--- config.mk ---
export PLATFORM = sky130hd
export DESIGN_NAME = dshot_telemetry_encoder
export DESIGN_NICKNAME = d
export VERILOG_FILES = /design/src/sv/dte_pkg.sv /design/src/sv/dshot_telemetry_encoder.sv /design/src/sv/dte_front.sv /design/src/sv/dte_queue.sv /design/src/sv/dte_back.sv
export SDC_FILE = /design/constraint.sdc
export NUM_CORES = 1
export LEC_CHECK = 0
export BUFFER_PORTS_ARGS = -buffer_cell sky130_fd_sc_hd__buf_4
export CAP_MARGIN = 20
export CORE_MARGIN = 1
export CORE_UTILIZATION = 29
export CTS_CLUSTER_DIAMETER = 60
export DETAILED_ROUTE_END_ITERATION = 10
export PLACE_DENSITY_LB_ADDON = 0.05
export SETUP_SLACK_MARGIN = 0.05
export SLEW_MARGIN = 10
export SYNTH_ARGS = -nofsm -noshare
export SYNTH_HDL_FRONTEND = slang
export SYNTH_SLANG_ARGS = --single-unit
export TNS_END_PERCENT = 20
--- constraint.sdc ---
create_clock -name i_clk -period 4.1 [get_ports i_clk]
set_clock_uncertainty 0.15 [all_clocks]
set_input_delay 0.205 -clock i_clk [delete_from_list [all_inputs] [get_ports i_clk]]
set_output_delay 0.205 -clock i_clk [all_outputs]
set_load 0.02 [all_outputs]
--- src/sv/dte_pkg.sv ---
// ----------------------------------------------------------------------------
// dte_pkg
// shared types, constants and the gcr table for the dshot telemetry encoder
// ----------------------------------------------------------------------------
package dte_pkg;

    localparam int unsigned PulseW   = 16;
    localparam int unsigned ValueW   = 16;
    localparam int unsigned MantW    = 9;
    localparam int unsigned ExpW     = 3;
    localparam int unsigned PayW     = 12;
    localparam int unsigned GcrW     = 20;
    localparam int unsigned LineW    = GcrW + 1;
    localparam int unsigned Slots    = 22;
    localparam int unsigned SlotW    = $clog2(Slots);
    localparam int unsigned QDepth   = 2;
    localparam int unsigned QPtrW    = $clog2(QDepth);
    localparam int unsigned QCntW    = $clog2(QDepth + 1);

    localparam logic [SlotW-1:0] LastSlot = SlotW'(Slots - 1);
    localparam logic [QCntW-1:0] QFull    = QCntW'(QDepth);

    localparam logic FuncPack  = 1'b0;
    localparam logic FuncReady = 1'b1;

    typedef struct packed {
        logic              func;
        logic [ValueW-1:0] payload_value;
    } t_req;

    typedef struct packed {
        logic [PulseW-1:0] pulse_width;
        logic              line_bit;
        logic              last;
    } t_res;

    typedef struct packed {
        logic not_empty;
        logic full;
    } t_q_stat;

    function automatic logic [4:0] gcr_map(input logic [3:0] nib);
        logic [4:0] code;
        case (nib)
            4'h0:    code = 5'h19;
            4'h1:    code = 5'h1B;
            4'h2:    code = 5'h12;
            4'h3:    code = 5'h13;
            4'h4:    code = 5'h1D;
            4'h5:    code = 5'h15;
            4'h6:    code = 5'h16;
            4'h7:    code = 5'h17;
            4'h8:    code = 5'h1A;
            4'h9:    code = 5'h09;
            4'hA:    code = 5'h0A;
            4'hB:    code = 5'h0B;
            4'hC:    code = 5'h1E;
            4'hD:    code = 5'h0D;
            4'hE:    code = 5'h0E;
            4'hF:    code = 5'h0F;
            default: code = 5'h19;
        endcase
        return code;
    endfunction

endpackage

--- src/sv/dshot_telemetry_encoder.sv ---
// ----------------------------------------------------------------------------
// dshot_telemetry_encoder
// bidirectional dshot gcr telemetry frame encoder
// ----------------------------------------------------------------------------
// usage:
//   a request (func, payload_value) is taken at a clock edge with start high
//   and busy low. func 0 packs a period into exponent and mantissa, func 1
//   sends the low 12 bits as they are. the block adds the checksum, gcr and
//   nrzi codes the frame and emits 22 results on o_res, one per cycle, each
//   marked by o_strobe for one cycle; the last one has last set.
//   results of consecutive frames follow with no gap when the next is queued.
//   a two-entry queue sits between the encoder and the serializer, so busy
//   rises only when two frames wait behind the one being sent. the user must
//   see that the width register is written with i_cfg_we and i_cfg_wdata only
//   while idle; the block does not enforce it. reset clears the queue, the
//   serializer and the width register. the receiver cannot hold results off;
//   every result is shown once.
// ----------------------------------------------------------------------------
module dshot_telemetry_encoder (
    input  logic                          i_clk,
    input  logic                          i_rst_n,
    input  logic                          start,
    output logic                          busy,
    input  dte_pkg::t_req                 i_req,
    input  logic                          i_cfg_we,
    input  logic [dte_pkg::PulseW-1:0]    i_cfg_wdata,
    output logic                          o_strobe,
    output dte_pkg::t_res                 o_res
);
    import dte_pkg::*;

    logic [PulseW-1:0] r_bit_pulse_width;
    logic [LineW-1:0]  front_line;
    logic [LineW-1:0]  q_line;
    t_q_stat           q_stat;
    logic              push;
    logic              pop;

    always_ff @(posedge i_clk) begin
        if (!i_rst_n) begin
            r_bit_pulse_width <= '0;
        end else if (i_cfg_we) begin
            r_bit_pulse_width <= i_cfg_wdata;
        end
    end

    assign busy = q_stat.full;
    assign push = start && !q_stat.full;

    dte_front u_front (
        .i_req  (i_req),
        .o_line (front_line)
    );

    dte_queue u_queue (
        .i_clk   (i_clk),
        .i_rst_n (i_rst_n),
        .i_push  (push),
        .i_data  (front_line),
        .i_pop   (pop),
        .o_data  (q_line),
        .o_stat  (q_stat)
    );

    dte_back u_back (
        .i_clk         (i_clk),
        .i_rst_n       (i_rst_n),
        .i_stat        (q_stat),
        .i_line        (q_line),
        .i_pulse_width (r_bit_pulse_width),
        .o_pop         (pop),
        .o_strobe      (o_strobe),
        .o_res         (o_res)
    );

endmodule

--- src/sv/dte_front.sv ---
// ----------------------------------------------------------------------------
// dte_front
// classifies a request, packs the payload, adds the checksum and builds the
// nrzi line word
// ----------------------------------------------------------------------------
module dte_front (
    input  dte_pkg::t_req                 i_req,
    output logic [dte_pkg::LineW-1:0]     o_line
);
    import dte_pkg::*;

    logic [ExpW-1:0]   exp_c;
    logic [ValueW-1:0] shifted;
    logic [PayW-1:0]   pay;
    logic [3:0]        chk;
    logic [15:0]       frame;
    logic [GcrW-1:0]   gcr;

    always_comb begin
        if (i_req.payload_value[15]) begin
            exp_c = 3'd7;
        end else if (i_req.payload_value[14]) begin
            exp_c = 3'd6;
        end else if (i_req.payload_value[13]) begin
            exp_c = 3'd5;
        end else if (i_req.payload_value[12]) begin
            exp_c = 3'd4;
        end else if (i_req.payload_value[11]) begin
            exp_c = 3'd3;
        end else if (i_req.payload_value[10]) begin
            exp_c = 3'd2;
        end else if (i_req.payload_value[9]) begin
            exp_c = 3'd1;
        end else begin
            exp_c = 3'd0;
        end
    end

    assign shifted = i_req.payload_value >> exp_c;

    always_comb begin
        case (i_req.func)
            FuncPack:  pay = {exp_c, shifted[MantW-1:0]};
            FuncReady: pay = i_req.payload_value[PayW-1:0];
            default:   pay = i_req.payload_value[PayW-1:0];
        endcase
    end

    assign chk   = ~(pay[3:0] ^ pay[7:4] ^ pay[11:8]);
    assign frame = {pay, chk};
    assign gcr   = {gcr_map(frame[15:12]), gcr_map(frame[11:8]),
                    gcr_map(frame[7:4]), gcr_map(frame[3:0])};

    // each line bit is the running parity of the gcr code from the top
    always_comb begin
        o_line[GcrW] = 1'b0;
        for (int b = 0; b < GcrW; b++) begin
            o_line[b] = ^(gcr >> b);
        end
    end

endmodule

--- src/sv/dte_queue.sv ---
// ----------------------------------------------------------------------------
// dte_queue
// short fifo of encoded line words between the front and the serializer
// ----------------------------------------------------------------------------
module dte_queue (
    input  logic                          i_clk,
    input  logic                          i_rst_n,
    input  logic                          i_push,
    input  logic [dte_pkg::LineW-1:0]     i_data,
    input  logic                          i_pop,
    output logic [dte_pkg::LineW-1:0]     o_data,
    output dte_pkg::t_q_stat              o_stat
);
    import dte_pkg::*;

    logic [LineW-1:0] r_mem [QDepth];
    logic [QPtrW-1:0] r_wptr, n_wptr;
    logic [QPtrW-1:0] r_rptr, n_rptr;
    logic [QCntW-1:0] r_count, n_count;

    always_comb begin
        n_wptr  = r_wptr;
        n_rptr  = r_rptr;
        n_count = r_count;
        if (i_push) begin
            n_wptr = (r_wptr == QPtrW'(QDepth - 1)) ? '0 : r_wptr + 1'b1;
        end
        if (i_pop) begin
            n_rptr = (r_rptr == QPtrW'(QDepth - 1)) ? '0 : r_rptr + 1'b1;
        end
        case ({i_push, i_pop})
            2'b10:   n_count = r_count + 1'b1;
            2'b01:   n_count = r_count - 1'b1;
            default: n_count = r_count;
        endcase
    end

    always_ff @(posedge i_clk) begin
        if (!i_rst_n) begin
            r_wptr  <= '0;
            r_rptr  <= '0;
            r_count <= '0;
        end else begin
            r_wptr  <= n_wptr;
            r_rptr  <= n_rptr;
            r_count <= n_count;
        end
    end

    always_ff @(posedge i_clk) begin
        if (i_push) begin
            r_mem[r_wptr] <= i_data;
        end
    end

    assign o_data           = r_mem[r_rptr];
    assign o_stat.not_empty = (r_count != '0);
    assign o_stat.full      = (r_count == QFull);

endmodule

--- src/sv/dte_back.sv ---
// ----------------------------------------------------------------------------
// dte_back
// serializes one line word into 22 pulse width results, one per cycle
// ----------------------------------------------------------------------------
module dte_back (
    input  logic                          i_clk,
    input  logic                          i_rst_n,
    input  dte_pkg::t_q_stat              i_stat,
    input  logic [dte_pkg::LineW-1:0]     i_line,
    input  logic [dte_pkg::PulseW-1:0]    i_pulse_width,
    output logic                          o_pop,
    output logic                          o_strobe,
    output dte_pkg::t_res                 o_res
);
    import dte_pkg::*;

    logic             r_act, n_act;
    logic [SlotW-1:0] r_slot, n_slot;
    logic [LineW-1:0] r_line, n_line;
    logic             r_strobe;
    t_res             r_res, n_res;
    logic             slot_last;

    assign slot_last = (r_slot == LastSlot);
    assign o_pop     = i_stat.not_empty && (!r_act || slot_last);

    always_comb begin
        n_act  = r_act;
        n_slot = r_slot;
        n_line = r_line;
        if (o_pop) begin
            n_act  = 1'b1;
            n_slot = '0;
            n_line = i_line;
        end else if (r_act) begin
            n_act  = !slot_last;
            n_slot = r_slot + 1'b1;
            n_line = {r_line[LineW-2:0], 1'b0};
        end
    end

    always_comb begin
        n_res.last        = slot_last;
        n_res.line_bit    = slot_last ? 1'b0 : r_line[LineW-1];
        n_res.pulse_width = (slot_last || r_line[LineW-1]) ? '0 : i_pulse_width;
    end

    always_ff @(posedge i_clk) begin
        if (!i_rst_n) begin
            r_act    <= 1'b0;
            r_slot   <= '0;
            r_strobe <= 1'b0;
        end else begin
            r_act    <= n_act;
            r_slot   <= n_slot;
            r_strobe <= r_act;
        end
    end

    always_ff @(posedge i_clk) begin
        r_line <= n_line;
        r_res  <= n_res;
    end

    assign o_strobe = r_strobe;
    assign o_res    = r_res;

endmodule

==> results of run 1 <==
-- flip-flops by register name (all words and copies together), names as in the netlist, 2 cells and up, named ones only --
| signal | cells |
|---|---|
| u_back.r_slot | 5 |
| u_queue.r_count | 2 |
| u_back.r_line | 21 |
| u_queue.r_mem | 40 |
| u_back.o_res | 18 |
| r_bit_pulse_width | 16 |
-- power groups by stage --
stage / clock network, mW / logic, mW / registers [mW]
after floorplan: 0 / 0.757 / 1.67
after global placement: 0 / 1.06 / 1.67
after detailed placement: 0 / 1.08 / 1.67
after CTS: 0.899 / 1.09 / 1.65
after global routing: 0.940 / 1.21 / 1.68
final: 0.861 / 1.07 / 1.64
-- cells in the final DEF (no fill, tap or decap), types with 2 or more instances in the layout --
cell and n:
mux2_2 2, a211oi_1 4, a222oi_1 2, edfxtp_1 61, o21a_1 4, nand2_1 15, o21ai_0 17, nand4_1 2
nor3_1 6, clkbuf_16 9, a21oi_1 27, mux2i_1 52, a21boi_0 4, inv_6 2, xnor2_1 20, or2b_2 2
nor2b_1 20, o211ai_1 4, nor4_1 5, a221o_2 2, dfxtp_1 46, ha_1 3, xor2_1 9, inv_1 13
nor2_1 32, dlygate4sd3_1 16, nand2b_1 4, conb_1 2, or3_1 3, buf_4 63, a21oi_4 2, o2111ai_1 2
and2_1 23
-- through the flow --
stage	hold WS [ns]	power, mW
after floorplan	0.183	2.42
after global placement	0.287	2.73
after detailed placement	0.290	2.75
after CTS	0.0576	3.64
after global routing	0.0738	3.82
final	0.0640	3.58
-- logic make-up (layout without fill, tap and decap cells) --
| kind of cell | count (synthesis) | in the layout | share of synthesized area |
|---|---|---|---|
| AO/OA/AOI/OAI | 80 | 80 | 0.110 |
| other | 1 | 2 | 0.000736 |
| multiplexers | 55 | 55 | 0.111 |
| buffers and inverters | 37 | 110 | 0.0354 |
| adder cells (fa/ha/maj) | 3 | 3 | 0.00737 |
| AND/OR/NAND/NOR | 122 | 122 | 0.129 |
| XOR/XNOR | 33 | 33 | 0.0663 |
| flip-flops | 107 | 107 | 0.540 |
-- how the worst max path moves through the flow --
| stage | slack, ns | to | start | depth (start not counted) |
|---|---|---|---|---|
| floorplan | 0.78 | u_queue.r_mem[0][3]$_DFFE_PP_ | i_req[12] | 11 |
| global placement | 0.53 | u_queue.r_mem[0][3]$_DFFE_PP_ | i_req[9] | 10 |
| detailed placement | 0.45 | u_queue.r_mem[0][3]$_DFFE_PP_ | i_req[12] | 10 |
| CTS | 0.85 | u_queue.r_mem[0][3]$_DFFE_PP_ | i_req[12] | 10 |
| global route | 0.72 | u_queue.r_mem[0][3]$_DFFE_PP_ | i_req[12] | 10 |
| finish | 0.87 | u_queue.r_mem[0][3]$_DFFE_PP_ | i_req[12] | 10 |
-- metal layers --
layer / global-route usage / vias to the layer above / part of all wire
li1: - / 1697 / -
met1: 0.160 / 1596 / 0.49
met2: 0.198 / 57 / 0.46
met3: 0.0323 / 15 / 0.029
met4: 0.0562 / 0 / 0.021
met5: 0 / - / 0
-- final cells by class --
cell class | count | area, µm²
Clock buffer | 10 | 239
Clock inverter | 6 | 58.8
Fill cell | 1721 | 11000
Inverter | 14 | 52.6
Multi-Input combinational cell | 295 | 2180
Sequential cell | 107 | 2750
Tap cell | 225 | 282
Timing Repair Buffer | 80 | 661
-- worst max-delay path, stage by stage --
cell	delay, ns
buf_4	0.15
or2_0	0.33
o21ai_4	0.32
mux2i_1	0.33
mux2i_1	0.15
a221o_2	0.45
xor2_1	0.34
xnor2_4	0.20
xnor3_2	0.51
xor2_1	0.19
==> flow_metrics.py, run 1 <==
metrics = {
    "outcome": {
        "status": "complete, no violations",
    },
    "routing": {
        "first_pass_iters": 6,
        "num_vias": 3365,
        "drt_wl_total_mm": 10.6,
        "post_drt_wl_per_cell_um": 14.4,
        "first_iter_violations": 129,
        "ant_nets": 0,
        "viasPerCell": 4.57,
        "route.detailed.drc": 0,
    },
    "floorplan": {
        "ios": 57,
        "core-area_um2": 17200,
        "die_width_um": 135,
        "start_util": 0.296,
        "die_area_um2": 18100,
        "rows": 48,
        "die_h_um": 135,
    },
    "logic_synthesis": {
        "synth_area_um2": 5090,
        "synth_commonest_cells": "61 x edfxtp_1, 52 x mux2i_1, 46 x dfxtp_1, 32 x nor2_1, 28 x a21oi_1",
        "synth-edff-count": 61,
        "yosys.area.top_type": "edfxtp_1",
        "yosys.area.top_type_share": 0.360,
        "synth.area.top_cells": "edfxtp_1 36%, dfxtp_1 18%, mux2i_1 10%",
        "ys_warn_count": 0,
        "async_reset_ff_frac": 0,
        "ys_seq_area_frac": 0.540,
        "netlist_instances": 438,
        "ys_ff_latch": 107,
        "synth_ff_type": "edfxtp_1",
        "synth_cell_types": 63,
        "synth_area_per_cell_um2": 11.6,
        "yosysMostFrequentCell": "edfxtp_1",
    },
    "pwr": {
        "power.switching_mw": 1.14,
        "pwr_density_cell_nw_per_um2": 575,
        "p_int_mw": 2.44,
        "seqPwrFrac": 0.460,
        "ir_worst_vdd_v": 0.000232,
        "combPwrFrac": 0.299,
        "clkPwrFrac": 0.241,
        "p_leak_nw": 2.38,
        "sw_frac_of_total": 0.318,
    },
    "worst_hold_path": {
        "hp-class": "input pin to register",
        "min_from": "i_rst_n",
        "min_path_cells": 2,
        "whs_endpoint": "u_queue.r_wptr$_SDFFE_PN0P_",
    },
    "setup_path": {
        "crit_fanout": 10,
        "r2r_slack_ns": 1.57,
        "worstSetupEndpointType": "register",
        "crit_arrival_ns": 3.17,
        "cp-start-kind": "input pin",
        "r2r_end": "u_queue.r_count[1]$_SDFFE_PN0P_",
        "r2r-start": "u_back.r_slot[0]$_SDFFE_PP0P_",
        "reg2regPathDepth": 7,
        "required_ns": 4.04,
        "path_class": "input pin to register",
    },
    "final_layout": {
        "instances_no_fill": 737,
        "fin_util": 0.361,
        "final_nets": 547,
        "drive_gt1_frac": 0.197,
        "n_antenna_cell": 0,
        "final_cell_area_um2": 6220,
        "syn_to_final_growth_pct": 22.1,
    },
    "global_routing": {
        "grt_pass1_wl_mm": 17.2,
        "grt_usage": 0.125,
        "grt_max_degree": 44,
        "gr-total-overflow": 0,
        "antenna_found_initial": 0,
        "grt_pass1_vias": 3219,
    },
    "placed_design": {
        "place_inst": 704,
        "dpl_cell_area_um2": 5740,
        "dp_hpwl_mm": 7.33,
        "port_buffers": 56,
        "gp_congestion": 0.850,
        "dp_slack_ns": 0.448,
    },
    "cts": {
        "cts_resized": 0,
        "clk_latency_ns": 0.36,
        "htree_levels": 3,
        "cts_root_buf": "clkbuf_16",
        "cts_hold_buf": 16,
        "postCtsSetupRepairBufs": 0,
        "clock_path_buffers": 2,
        "clock-sinks": 107,
        "clk_pin_slew_ns": 0.07,
        "cts_made_buffers": 9,
        "tritoncts": "done",
    },
    "sta": {
        "hold_viol": 0,
        "setup_viol_count_final": 0,
        "tightest_slew_ns": 0.988,
        "maxSlewViolCount": 0,
        "fin_crit_ns": 3.23,
        "slew-limit-headroom": 0.342,
        "fin_crit_sh": 0.788,
        "fmax_ghz": 0.310,
        "setup_tns_ns": 0,
        "layout_setup_ws_ns": 0.870,
        "rsz0062_at_grt": "no",
    },
    "job": {
        "maxCapViolCount": 0,
    },
}
(Power assumes the default switching activity.)
==> inputs of run 2 (changes only) <==
- clock period: 4.1 -> 3 ns (I/O delays scaled with it)
==> run 2 against run 1 <==
Net effect:
- core utilization grew 1.9 points
- design area grew 5.3%
- power grew 40%
- cell count grew 5.6%
- critical path depth grew 1
- register-to-register slack lost 0.89 ns
- sequential share of layout area shrank 2.2 points
- sequential power grew 37%
- largest power group unchanged
==> flow_metrics.py, run 2 (synthesis gave the netlist of run 1 again) <==
metrics = {
    "outcome": {
        "status": "complete, no violations",
    },
    "floorplan": {
        "die_width_um": 135,
        "die_area_um2": 18100,
        "ios": 57,
        "core-area_um2": 17200,
        "start_util": 0.296,
        "die_h_um": 135,
        "rows": 48,
    },
    "routing": {
        "route.detailed.drc": 0,
        "drt_wl_total_mm": 10.8,
        "first_pass_iters": 6,
        "ant_nets": 0,
        "viasPerCell": 4.45,
        "post_drt_wl_per_cell_um": 13.9,
        "first_iter_violations": 216,
        "num_vias": 3460,
    },
    "cts": {
        "clock_path_buffers": 2,
        "cts_made_buffers": 9,
        "clk_pin_slew_ns": 0.07,
        "clk_latency_ns": 0.35,
        "cts_root_buf": "clkbuf_16",
        "clock-sinks": 107,
        "tritoncts": "done",
        "htree_levels": 3,
        "cts_resized": 0,
    },
    "final_layout": {
        "final_common_cell": "buf_4",
        "final_nets": 588,
        "final_cell_mix": "105 x buf_4, 61 x edfxtp_1, 52 x mux2i_1",
        "nFillCells": 1706,
        "drive_gt1_frac": 0.259,
        "final_cell_area_um2": 6550,
        "syn_to_final_growth_pct": 28.7,
        "n_antenna_cell": 0,
        "top_register": "u_queue.r_mem",
        "largest_register_ffs": 40,
    },
    "pwr": {
        "pwr_density_cell_nw_per_um2": 763,
        "ir_worst_vdd_v": 0.000347,
        "p_leak_nw": 2.58,
    },
    "setup_path": {
        "crit_chain": "buf_4, buf_4, o41a_4, buf_4, o211ai_1, o21ai_0, a222oi_1, buf_4, xnor2_1, xnor3_2, xor2_1",
        "path_class": "input pin to register",
        "cp-start-kind": "input pin",
        "required_ns": 2.93,
        "critPathBufInv": 4,
        "crit_arrival_ns": 2.63,
        "slowest_stage": "o41a_4",
        "r2r_slack_ns": 0.68,
        "worstSetupEndpointType": "register",
        "max_stage_delay_ns": 0.54,
        "crit_fanout": 10,
        "cpMostUsedCell": "buf_4",
        "critPathTopFamily": "compound AO/OA/AOI/OAI gates",
    },
    "sta": {
        "slew-limit-headroom": 0.577,
        "fmax_ghz": 0.371,
        "rsz0062_at_grt": "no",
        "tightest_slew_ns": 0.628,
        "fin_crit_ns": 2.70,
        "fin_crit_sh": 0.900,
        "setup_viol_count_final": 0,
        "layout_setup_ws_ns": 0.301,
        "maxSlewViolCount": 0,
        "hold_viol": 0,
    },
    "global_routing": {
        "grt_pass1_wl_mm": 17.7,
        "grt_pass1_vias": 3458,
        "grt_usage": 0.127,
        "grt_max_degree": 31,
        "antenna_found_initial": 0,
        "gr-total-overflow": 0,
    },
    "job": {
        "maxCapViolCount": 0,
    },
    "placed_design": {
        "port_buffers": 56,
        "dp_slack_ns": -0.0637,
        "gp_congestion": 0.847,
        "dpl_cell_area_um2": 6090,
        "dp_hpwl_mm": 7.73,
    },
    "worst_hold_path": {
        "hp-class": "input pin to register",
    },
}
==> run 2: cell count changes in the layout (fill, tap and decap cells not counted) <==
cell      before  now
xor2_4         0    2
buf_16         1    0
inv_6          2    3
clkinv_8       1    0
xor2_1         9    8
xnor2_4        1    2
clkinv_2       1    0
buf_4         63  105
inv_12         0    1
xor2_2         1    0
xnor2_2        1    0
==> run 2: what timing repair did <==
item / CTS / global route
hold buffers: 16 / 0
buffers inserted: 0 / 0
endpoints found under the hold margin: 16 / 0
==> run 2: path summary, 6_finish.rpt <==
check                           depth (start not counted)                         startpoint                               to
worst min-delay path                                    2                            i_rst_n      u_queue.r_wptr$_SDFFE_PN0P_
worst min register to register                          1  r_bit_pulse_width[6]$_SDFFE_PN0P_       u_back.o_res[8]$_SDFF_PP0_
worst max-delay path                                   11                          i_req[13]    u_queue.r_mem[1][3]$_DFFE_PP_
worst max register to register                          6      u_back.r_slot[0]$_SDFFE_PP0P_  u_queue.r_count[1]$_SDFFE_PN0P_
==> run 2: final cells by class <==
cell class | count | area [µm²] | share of cell area
clock buffer | 10 | 239 | 0.0365
tap | 225 | 282 | 0.0430
timing repair buffer | 121 | 948 | 0.145
clock inverter | 6 | 62.6 | 0.00955
multi-input combinational | 295 | 2220 | 0.338
inverter | 14 | 52.6 | 0.00802
sequential | 107 | 2750 | 0.420
==> run 2: stage by stage <==
step	hold WS (ns)	utilization	TNS, ns	std cells	power [mW]
detailed placement	0.266	0.353	-0.250	746	3.86
finish	0.0227	0.380	0	778	5.00
global route	0.0313	0.380	0	778	5.33
global placement	0.256	0.353	-0.152	746	3.84
floorplan	0.128	-	0	439	3.32
CTS	0.0149	0.380	0	778	5.09
==> run 2: worst reg2reg max path, cell delays in order, from the launching register on <==
cell and delay, ns:
dfxtp_1 0.40, ha_1 0.17, nand4b_1 0.24, a21oi_4 0.46, ha_1 0.35, or3_1 0.35
a21boi_0 0.15
==> run 2: report_power, final <==
group	switching, mW	total (mW)	leakage, nW	internal, mW
clock	0.571	1.18	0.149	0.614
combinational	0.878	1.57	1.48	0.694
sequential	0.132	2.24	0.954	2.11
total	1.58	5.00	2.58	3.42
==> run 2: metal layers <==
metal | global-route usage | part of all wire | vias up
li1 | - | - | 1781
met1 | 0.161 | 0.47 | 1619
met2 | 0.212 | 0.50 | 50
met3 | 0.0233 | 0.025 | 10
met4 | 0.0537 | 0.013 | 0
met5 | 0 | 0 | -
==> inputs of run 3 (changes only) <==
- CELL_PAD_IN_SITES_DETAIL_PLACEMENT: default -> 1
- CELL_PAD_IN_SITES_GLOBAL_PLACEMENT: default -> 1
==> run 3 against run 2 <==
Net effect:
- clock power shrank 4%
- power fell by 0.74%
- worst hold slack worse by 0.0073 ns
- clock-buffer cell count increased by 1
- via count rose by 3.9%
- routed wire length grew 9.8%
- sequential share of layout area grew 0.14 points
- register-to-register slack gained 0.22 ns
==> flow_metrics.py, run 3 (synthesis gave the netlist of run 1 again) <==
metrics = {
    "outcome": {
        "status": "complete, no violations",
    },
    "pwr": {
        "p_int_mw": 3.38,
        "pwr_density_cell_nw_per_um2": 760,
        "sw_frac_of_total": 0.319,
        "p_leak_nw": 2.57,
        "combPwrFrac": 0.321,
        "power.switching_mw": 1.59,
        "ir_worst_vdd_v": 0.000331,
        "seqPwrFrac": 0.452,
        "clkPwrFrac": 0.227,
    },
    "sta": {
        "fin_crit_ns": 2.75,
        "setup_viol_count_final": 0,
        "fin_crit_sh": 0.918,
        "tightest_slew_ns": 0.530,
        "rsz0062_at_grt": "no",
        "maxSlewViolCount": 0,
        "fmax_ghz": 0.363,
        "hold_viol": 0,
        "hold_ws_ns": 0.0155,
        "slew-limit-headroom": 0.645,
    },
    "setup_path": {
        "crit_chain": "buf_4, or2_0, o21ai_4, mux2i_1, mux2i_1, a221o_2, xor2_4, xnor2_4, buf_4, xnor2_1, xnor2_1",
        "r2r_slack_ns": 0.90,
        "crit_arrival_ns": 2.75,
        "required_ns": 2.99,
        "worstSetupStartpoint": "i_req[13]",
        "reg2regPathDepth": 6,
        "crit_cells": 11,
        "critPathTopFamily": "XOR/XNOR gates",
        "path_class": "input pin to register",
        "r2r-start": "u_back.r_slot[0]$_SDFFE_PP0P_",
        "r2r_end": "u_back.r_slot[1]$_SDFFE_PP0P_",
        "crit_fanout": 5,
        "endpoint": "u_queue.r_mem[0][6]$_DFFE_PP_",
        "cp-start-kind": "input pin",
        "slowest_stage": "a221o_2",
        "worstSetupEndpointType": "register",
        "critPathBufInv": 2,
        "max_stage_delay_ns": 0.45,
    },
    "worst_hold_path": {
        "hp-class": "input pin to register",
    },
    "routing": {
        "post_drt_wl_per_cell_um": 15.3,
        "viasPerCell": 4.63,
        "drt_wl_total_mm": 11.9,
        "first_pass_iters": 5,
        "route.detailed.drc": 0,
        "first_iter_violations": 97,
        "ant_nets": 0,
        "num_vias": 3594,
    },
    "cts": {
        "postCtsSetupRepairBufs": 0,
        "cts_root_buf": "clkbuf_16",
        "clock_path_buffers": 2,
        "clock-sinks": 107,
        "htree_levels": 3,
        "clk_pin_slew_ns": 0.07,
        "tritoncts": "done",
        "cts_made_buffers": 9,
        "clk_latency_ns": 0.35,
    },
    "global_routing": {
        "antenna_found_initial": 0,
        "grt_usage": 0.140,
        "gr-total-overflow": 0,
        "grt_max_degree": 43,
        "grt_pass1_vias": 3847,
        "grt_pass1_wl_mm": 19.7,
    },
    "final_layout": {
        "final_nets": 587,
        "final_common_cell": "buf_4",
        "final_cell_mix": "104 x buf_4, 61 x edfxtp_1, 52 x mux2i_1",
        "nFillCells": 1870,
        "top_register": "u_queue.r_mem",
        "instances_no_fill": 777,
        "drive_gt1_frac": 0.257,
        "largest_register_ffs": 40,
        "n_antenna_cell": 0,
        "syn_to_final_growth_pct": 28.2,
    },
    "job": {
        "maxCapViolCount": 0,
    },
    "floorplan": {
        "rows": 48,
        "die_area_um2": 18100,
        "start_util": 0.296,
        "die_h_um": 135,
        "core-area_um2": 17200,
        "die_width_um": 135,
        "ios": 57,
    },
    "placed_design": {
        "dp_hpwl_mm": 8.51,
        "port_buffers": 56,
        "place_inst": 745,
        "gp_congestion": 0.820,
    },
}
## run 3: changes by cell type in the layout (fill, tap and decap cells not counted), sizes merged
cell / change
buf: -1
clkbuf: +1
clkinv: +1
inv: -2
## run 3: routing by layer
layer | vias up | wire, µm | share of wire | global-route usage
met4 | 0 | 187 | 0.016 | 0.0437
met3 | 12 | 247 | 0.021 | 0.0267
li1 | 1772 | - | - | -
met5 | - | 0 | 0 | 0
met2 | 40 | 5990 | 0.51 | 0.248
met1 | 1770 | 5430 | 0.46 | 0.171
## run 3: power groups by stage
stage	Sequential (mW)	Combinational [mW]	Clock, mW
global route	2.28	1.79	1.23
detailed placement	2.28	1.60	0
global placement	2.27	1.57	0
finish	2.24	1.59	1.13
CTS	2.25	1.63	1.18
floorplan	2.28	1.04	0
## run 3: layout make-up
cell class                 count  area [µm²]  share of cell area
inverter                      14        52.6             0.00805
clock buffer                  11         233              0.0356
timing repair buffer         120         941               0.144
sequential                   107        2750               0.421
clock inverter                 5        45.0             0.00690
multi-input combinational    295        2230               0.341
tap                          225         282              0.0431
## run 3: how the worst min path moves through the flow
stage,cells past startpoint,startpoint,endpoint,slack (ns)
after floorplan,1,i_rst_n,r_bit_pulse_width[15]$_SDFFE_PN0P_,0.13
after global placement,3,i_cfg_wdata[1],r_bit_pulse_width[1]$_SDFFE_PN0P_,0.26
after detailed placement,3,i_cfg_wdata[13],r_bit_pulse_width[13]$_SDFFE_PN0P_,0.27
after CTS,2,i_rst_n,u_queue.r_wptr$_SDFFE_PN0P_,0.02
after global routing,2,i_rst_n,u_queue.r_wptr$_SDFFE_PN0P_,0.03
final,2,i_rst_n,u_queue.r_wptr$_SDFFE_PN0P_,0.02
## run 3: per-stage QoR
step	cell area (µm²)	util	total power [mW]	setup WS (ns)	setup TNS, ns
2_1_floorplan	5140	-	3.32	0.0318	0
3_3_place_gp	6080	0.353	3.84	-0.216	-1.95
3_5_place_dp	6080	0.353	3.88	-0.236	-2.29
4_1_cts	6520	0.378	5.05	0.136	0
5_1_grt	6530	0.379	5.30	0.0532	0
6_report	6530	0.379	4.96	0.247	0
## run 3: what timing repair did
action	CTS	global route
endpoints found under the hold margin	16	0
hold buffers	16	0
setup endpoints to repair	0	8
gates resized for setup	0	3
